--- config.mk ---
export PLATFORM = sky130hd
export DESIGN_NAME = dfs_path_search_unit
export DESIGN_NICKNAME = d
export VERILOG_FILES = /design/src/dps_pkg.sv /design/src/dps_pick.sv /design/src/dps_stack.sv /design/src/dfs_path_search_unit.sv
export SDC_FILE = /design/constraint.sdc
export NUM_CORES = 1
export LEC_CHECK = 0
export ABC_AREA = 1
export BUFFER_PORTS_ARGS = -buffer_cell sky130_fd_sc_hd__buf_2
export CORE_MARGIN = 1
export CORE_UTILIZATION = 30
export CTS_CLUSTER_SIZE = 25
export DETAILED_ROUTE_END_ITERATION = 8
export PLACE_DENSITY = 0.46
export SYNTH_ARGS = -nofsm -noshare
export SYNTH_HDL_FRONTEND = slang
export SYNTH_SLANG_ARGS = --single-unit
--- constraint.sdc ---
create_clock -name clk -period 5.7 [get_ports clk]
set_input_delay 1.14 -clock clk [delete_from_list [all_inputs] [get_ports clk]]
set_output_delay 1.14 -clock clk [all_outputs]
set_load 0.01 [all_outputs]
--- src/dps_pkg.sv ---
// shared types and constants for the depth-first path search unit
package dps_pkg;

  localparam int NODE_W      = 4;
  localparam int ROW_W       = 16;
  localparam int STACK_DEPTH = 16;
  localparam int SLOT_W      = 4;
  localparam int CNT_W       = 5;

  // input operation codes
  localparam logic OP_LOAD   = 1'b0;
  localparam logic OP_SEARCH = 1'b1;

  // sequencer states
  typedef enum logic [1:0] {
    ST_IDLE,
    ST_SEARCH,
    ST_EMIT,
    ST_DRAIN
  } state_t;

  // stack operations
  typedef enum logic [1:0] {
    STK_HOLD,
    STK_INIT,
    STK_PUSH,
    STK_POP
  } stk_op_t;

  typedef struct packed {
    stk_op_t             op;
    logic [NODE_W-1:0]   node;
  } stk_ctrl_t;

  typedef struct packed {
    logic [NODE_W-1:0]   top;
    logic [CNT_W-1:0]    count;
  } stk_stat_t;

endpackage

--- src/dps_pick.sv ---
// lowest-numbered candidate neighbor picker
module dps_pick #(
  parameter int SPAN = 16
) (
  input  logic [SPAN-1:0]             cand,
  output logic                        hit,
  output logic [dps_pkg::NODE_W-1:0]  idx
);

  // priority encoder, lowest set bit wins
  always_comb begin
    hit = 1'b0;
    idx = '0;
    for (int i = SPAN - 1; i >= 0; i--) begin
      if (cand[i]) begin
        hit = 1'b1;
        idx = dps_pkg::NODE_W'(i);
      end
    end
  end

endmodule

--- src/dps_stack.sv ---
// path stack with push, pop and restart
module dps_stack (
  input  logic                clk,
  input  logic                rst,
  input  dps_pkg::stk_ctrl_t  ctrl,
  output dps_pkg::stk_stat_t  stat
);

  logic [dps_pkg::NODE_W-1:0] mem [dps_pkg::STACK_DEPTH];
  logic [dps_pkg::CNT_W-1:0]  count;
  logic [dps_pkg::CNT_W-1:0]  count_m1;

  assign count_m1   = count - dps_pkg::CNT_W'(1);
  assign stat.count = count;
  assign stat.top   = mem[count_m1[dps_pkg::SLOT_W-1:0]];

  // stack depth
  always_ff @(posedge clk) begin
    if (rst) begin
      count <= '0;
    end else begin
      unique case (ctrl.op)
        dps_pkg::STK_INIT: count <= dps_pkg::CNT_W'(1);
        dps_pkg::STK_PUSH: count <= count + dps_pkg::CNT_W'(1);
        dps_pkg::STK_POP:  count <= count_m1;
        default:           count <= count;
      endcase
    end
  end

  // entry storage
  always_ff @(posedge clk) begin
    if (ctrl.op == dps_pkg::STK_INIT) begin
      mem[0] <= ctrl.node;
    end else if (ctrl.op == dps_pkg::STK_PUSH) begin
      mem[count[dps_pkg::SLOT_W-1:0]] <= ctrl.node;
    end
  end

endmodule

--- src/dfs_path_search_unit.sv ---
// depth-first path search over a loadable adjacency matrix
// a row load is written on its transfer; the block is ready again the next cycle
// a search pushes or pops the path stack, one step at a time
// (one pick of the neighbor priority encoder each cycle), then emits one item per path node
// result items leave one per cycle while out_ready is high, from a single output register
// rst clears the matrix, the visited mask, the stack depth and the output valid
module dfs_path_search_unit #(
  parameter int NODES = 16
) (
  input  logic                        clk,
  input  logic                        rst,
  input  logic                        in_valid,
  output logic                        in_ready,
  input  logic                        operation,
  input  logic [3:0]                  row_index,
  input  logic [15:0]                 row_bits,
  input  logic [3:0]                  start_node,
  input  logic [3:0]                  target_node,
  output logic                        out_valid,
  input  logic                        out_ready,
  output logic [3:0]                  path_node,
  output logic                        found,
  output logic                        last_of_run
);

  localparam int SPAN   = (NODES < 16) ? NODES : 16;
  localparam int RIDX_W = $clog2(SPAN);
  localparam logic [4:0] SPAN_V = 5'(SPAN);

  dps_pkg::state_t    state, state_next;
  dps_pkg::stk_ctrl_t stk_ctrl;
  dps_pkg::stk_stat_t stk_stat;

  logic [SPAN-1:0]            adjacency [SPAN];
  logic [SPAN-1:0]            visited, visited_next;
  logic [3:0]                 target;
  logic [SPAN-1:0]            cand;
  logic                       pick_hit;
  logic [3:0]                 pick_idx;
  logic                       load_out;
  logic [3:0]                 node_next;
  logic                       found_next;
  logic                       last_next;
  logic                       row_ok;
  logic                       ends_ok;

  assign row_ok  = {1'b0, row_index} < SPAN_V;
  assign ends_ok = ({1'b0, start_node} < SPAN_V) && ({1'b0, target_node} < SPAN_V);
  assign cand    = adjacency[stk_stat.top[RIDX_W-1:0]] & ~visited;

  dps_pick #(.SPAN(SPAN)) u_pick (
    .cand (cand),
    .hit  (pick_hit),
    .idx  (pick_idx)
  );

  dps_stack u_stack (
    .clk  (clk),
    .rst  (rst),
    .ctrl (stk_ctrl),
    .stat (stk_stat)
  );

  // sequencer
  always_comb begin
    state_next    = state;
    stk_ctrl.op   = dps_pkg::STK_HOLD;
    stk_ctrl.node = start_node;
    visited_next  = visited;
    in_ready      = 1'b0;
    load_out      = 1'b0;
    node_next     = '0;
    found_next    = 1'b0;
    last_next     = 1'b1;
    unique case (state)
      dps_pkg::ST_IDLE: begin
        in_ready = 1'b1;
        if (in_valid && operation == dps_pkg::OP_SEARCH) begin
          visited_next = '0;
          if (ends_ok) begin
            stk_ctrl.op  = dps_pkg::STK_INIT;
            visited_next = SPAN'(1) << start_node[RIDX_W-1:0];
            state_next   = dps_pkg::ST_SEARCH;
          end else begin
            load_out   = 1'b1;
            state_next = dps_pkg::ST_DRAIN;
          end
        end
      end
      dps_pkg::ST_SEARCH: begin
        if (stk_stat.count == '0) begin
          load_out   = 1'b1;
          state_next = dps_pkg::ST_DRAIN;
        end else if (stk_stat.top == target) begin
          state_next = dps_pkg::ST_EMIT;
        end else if (pick_hit && stk_stat.count < dps_pkg::CNT_W'(dps_pkg::STACK_DEPTH)) begin
          stk_ctrl.op   = dps_pkg::STK_PUSH;
          stk_ctrl.node = pick_idx;
          visited_next  = visited | (SPAN'(1) << pick_idx[RIDX_W-1:0]);
        end else begin
          stk_ctrl.op = dps_pkg::STK_POP;
        end
      end
      dps_pkg::ST_EMIT: begin
        if (!out_valid || out_ready) begin
          load_out    = 1'b1;
          node_next   = stk_stat.top;
          found_next  = 1'b1;
          last_next   = stk_stat.count == dps_pkg::CNT_W'(1);
          stk_ctrl.op = dps_pkg::STK_POP;
          if (last_next) begin
            state_next = dps_pkg::ST_DRAIN;
          end
        end
      end
      dps_pkg::ST_DRAIN: begin
        if (out_ready) begin
          state_next = dps_pkg::ST_IDLE;
        end
      end
      default: state_next = dps_pkg::ST_IDLE;
    endcase
  end

  // state, visited mask and output valid
  always_ff @(posedge clk) begin
    if (rst) begin
      state     <= dps_pkg::ST_IDLE;
      visited   <= '0;
      out_valid <= 1'b0;
    end else begin
      state   <= state_next;
      visited <= visited_next;
      if (load_out) begin
        out_valid <= 1'b1;
      end else if (out_ready) begin
        out_valid <= 1'b0;
      end
    end
  end

  // output payload and search target
  always_ff @(posedge clk) begin
    if (load_out) begin
      path_node   <= node_next;
      found       <= found_next;
      last_of_run <= last_next;
    end
    if (in_valid && in_ready) begin
      target <= target_node;
    end
  end

  // adjacency rows, written by load transfers
  always_ff @(posedge clk) begin
    if (rst) begin
      for (int r = 0; r < SPAN; r++) begin
        adjacency[r] <= '0;
      end
    end else if (in_valid && in_ready && operation == dps_pkg::OP_LOAD && row_ok) begin
      adjacency[row_index[RIDX_W-1:0]] <= row_bits[SPAN-1:0];
    end
  end

endmodule

==> flow_summary.toml <==
[placed_design]
gp_congestion = 0.821
placed_area_mm2 = 0.0174
port_buffers = 40
dpl.hpwl_mm = 31.0

[timing]
rsz0062_at_grt = "true"
report.final.slew_viol_count = 0
post-route-period-util_pct = 95.7
finalHoldViolations = 0
fin_tns_setup_ns = 0
max_freq_ghz = 0.183
tightest_slew_ns = 1.02
setup_violations = 0
finalClockSkew_ns = 0.0450
slew_headroom_pct = 32.0
fin_crit_ns = 5.45

[routing]
wl_met3_mm = 2.63
dr.pass1.iters = 5
top_layer = "met4"
wl_per_cell_um = 20.4
vias_per_cell = 5.05
drt-initial-drc-count = 908
routed_wl_mm = 49.8
vias = 12300
antenna_left = 0
wl_met1_mm = 24.0
drc_errors = 0
dr_wl_met2_mm = 21.5

[floorplan]
rows = 85
start_util_pct = 30.6
core_mm2 = 0.0542
fp.dieW_um = 237
dieArea_mm2 = 0.0563
design.portCount = 41
die_y_um = 237

[logic_synthesis]
ys_warn_count = 0
ys_seq_area_share_pct = 62.6
yosysMostFrequentCell = "nand2_1"
synth_edf_count = 330
synthArstFlopShare_pct = 0
synth_common_cells = "399 x nand2_1, 330 x edfxtp_1, 310 x nor2_1"
synth-main-ff-cell = "edfxtp_1"
syn_area_per_cell_um2 = 9.82
synth_top_cell_area_share_pct = 59.7
synth_area_mm2 = 0.0166
synth_nets = 1737
synthTopCellsByArea = "edfxtp_1 60%, nand2_1 9.0%, nor2_1 7.0%"
yosys.area.top_type = "edfxtp_1"
ys_seq_elements = 354
synth_cells = 1692
ys_types = 42

[hold_path]
hp-start = "visited[12]"
hp-class = "flip-flop to flip-flop"

[clock_tree]
clk_latency_ns = 0.58
clockRootBuffer = "clkbuf_16"
cts_tree = "done"
clockBufferDepth = 3
cts_hold_buf = 0
cts_buffers = 42
post-cts-setup-buffers = 0
htree_num_levels = 2
clkSlewWorstSetupHoldPaths_ns = 0.06
cts_resized = 0
cts_sinks = 354

[global_route]
grt_max_degree = 106
grtUsageTotal_pct = 17.5
antenna_found_initial = 0
grt-ovfl-total = 0
grt_pass1_wl_mm = 74.6
grt_pass1_vias = 11800

[finish]
drive_gt1_share_pct = 10.6
fin_area_mm2 = 0.0189
antenna_cells = 0
final_nets = 1753
areaGrowthSynthToFinish_pct = 13.9

[critical_path]
worstRegToRegCells = 26
r2r_setup_slack_ns = 0.25
start_kind = "flip-flop"
reg2reg_to = "u_stack.mem[6][0]"
critPathArrivalTime_ns = 5.70
endpoint_kind = "flip-flop"
r2r-start = "u_stack.count[1]"
startpoint = "u_stack.count[1]"
cp_max_fo = 47
endpoint = "u_stack.mem[6][0]"
crit_required_ns = 5.94
path_class = "flip-flop to flip-flop"

[job]
maxCapViolCount = 0

[status]
status = "completed"
## cells in the final DEF (no fill, tap or decap), types with 13 or more instances in the layout
| cell type | instances |
|---|---|
| o21ai_1 | 13 |
| nor2_2 | 18 |
| clkbuf_16 | 44 |
| inv_1 | 65 |
| buf_4 | 27 |
| a32o_1 | 19 |
| edfxtp_1 | 330 |
| nor2_1 | 303 |
| dfxtp_1 | 24 |
| nand2_1 | 399 |
| nand4_1 | 15 |
| a21oi_1 | 49 |
| nand3_1 | 230 |
| o21ai_0 | 19 |
| o211ai_1 | 19 |
| buf_2 | 40 |
## per-stage QoR
step,setup WS (ns),utilization (%),cells,hold WS [ns]
3_5_place_dp,0.222,32.2,2359,0.515
2_1_floorplan,1.12,-,1692,0.489
6_report,0.246,34.9,2434,0.521
4_1_cts,0.217,34.7,2433,0.523
5_1_grt,-0.144,34.9,2434,0.543
3_3_place_gp,0.369,32.2,2359,0.507
## worst min path at each step
stage | endpoint | slack [ns] | cells past startpoint
after CTS | visited[12] | 0.52 | 2
after global placement | visited[4] | 0.51 | 2
after detailed placement | out_valid | 0.51 | 2
final | visited[12] | 0.52 | 2
after global routing | visited[6] | 0.54 | 2
after floorplan | visited[0] | 0.49 | 2
## critical path, cell delays in order, from the launching register on
cell	delay, ns
dfxtp_1	0.42
inv_1	0.16
ha_2	0.45
inv_2	0.17
nand3_1	0.12
nand3_1	0.10
nand3_2	0.13
nand2_4	0.15
inv_6	0.23
buf_12	0.29
nand2_1	0.09
nand3_1	0.08
nand3_1	0.16
o211ai_1	0.21
nand3_2	0.24
nand2_1	0.18
nor2_2	0.07
a31oi_4	0.22
o21ai_0	0.11
a31oi_1	0.15
nor2_1	0.07
inv_1	0.11
ha_1	0.24
nand2_1	0.15
inv_1	0.14
nand3_1	0.27
nor2_1	0.36
## cells by family after synthesis
family / count (synthesis) / share of synthesized area, %
compound gates: 142 / 5.65
xor+xnor: 4 / 0.211
fa+ha+maj: 12 / 0.904
buf+inv: 179 / 5.18
flops: 354 / 62.6
simple gates: 1001 / 25.5
## sequential cells by signal, summed over array words and instances, names as in the netlist
name / cells
u_stack.count: 5
target: 4
adjacency: 256
last_of_run: 1
state: 2
out_valid: 1
u_stack.mem: 64
visited: 16
found: 1
path_node: 4
## area by class of cell
type	instances	area, µm²
Fill cell	5470	35300
Sequential cell	354	10400
Multi-Input combinational cell	1159	5400
Clock buffer	54	1130
Tap cell	696	871
Timing Repair Buffer	75	567
Inverter	76	295
Clock inverter	20	273
## metal layers
metal / up-vias / track usage [%]
li1: 5827 / -
met1: 6038 / 25.5
met2: 364 / 26.1
met3: 74 / 2.65
met4: 0 / 7.04
met5: - / 0
Power is left out: the tool's default activity adds up to more than one toggle a clock period on the data nets, which glitch-free logic cannot reach.
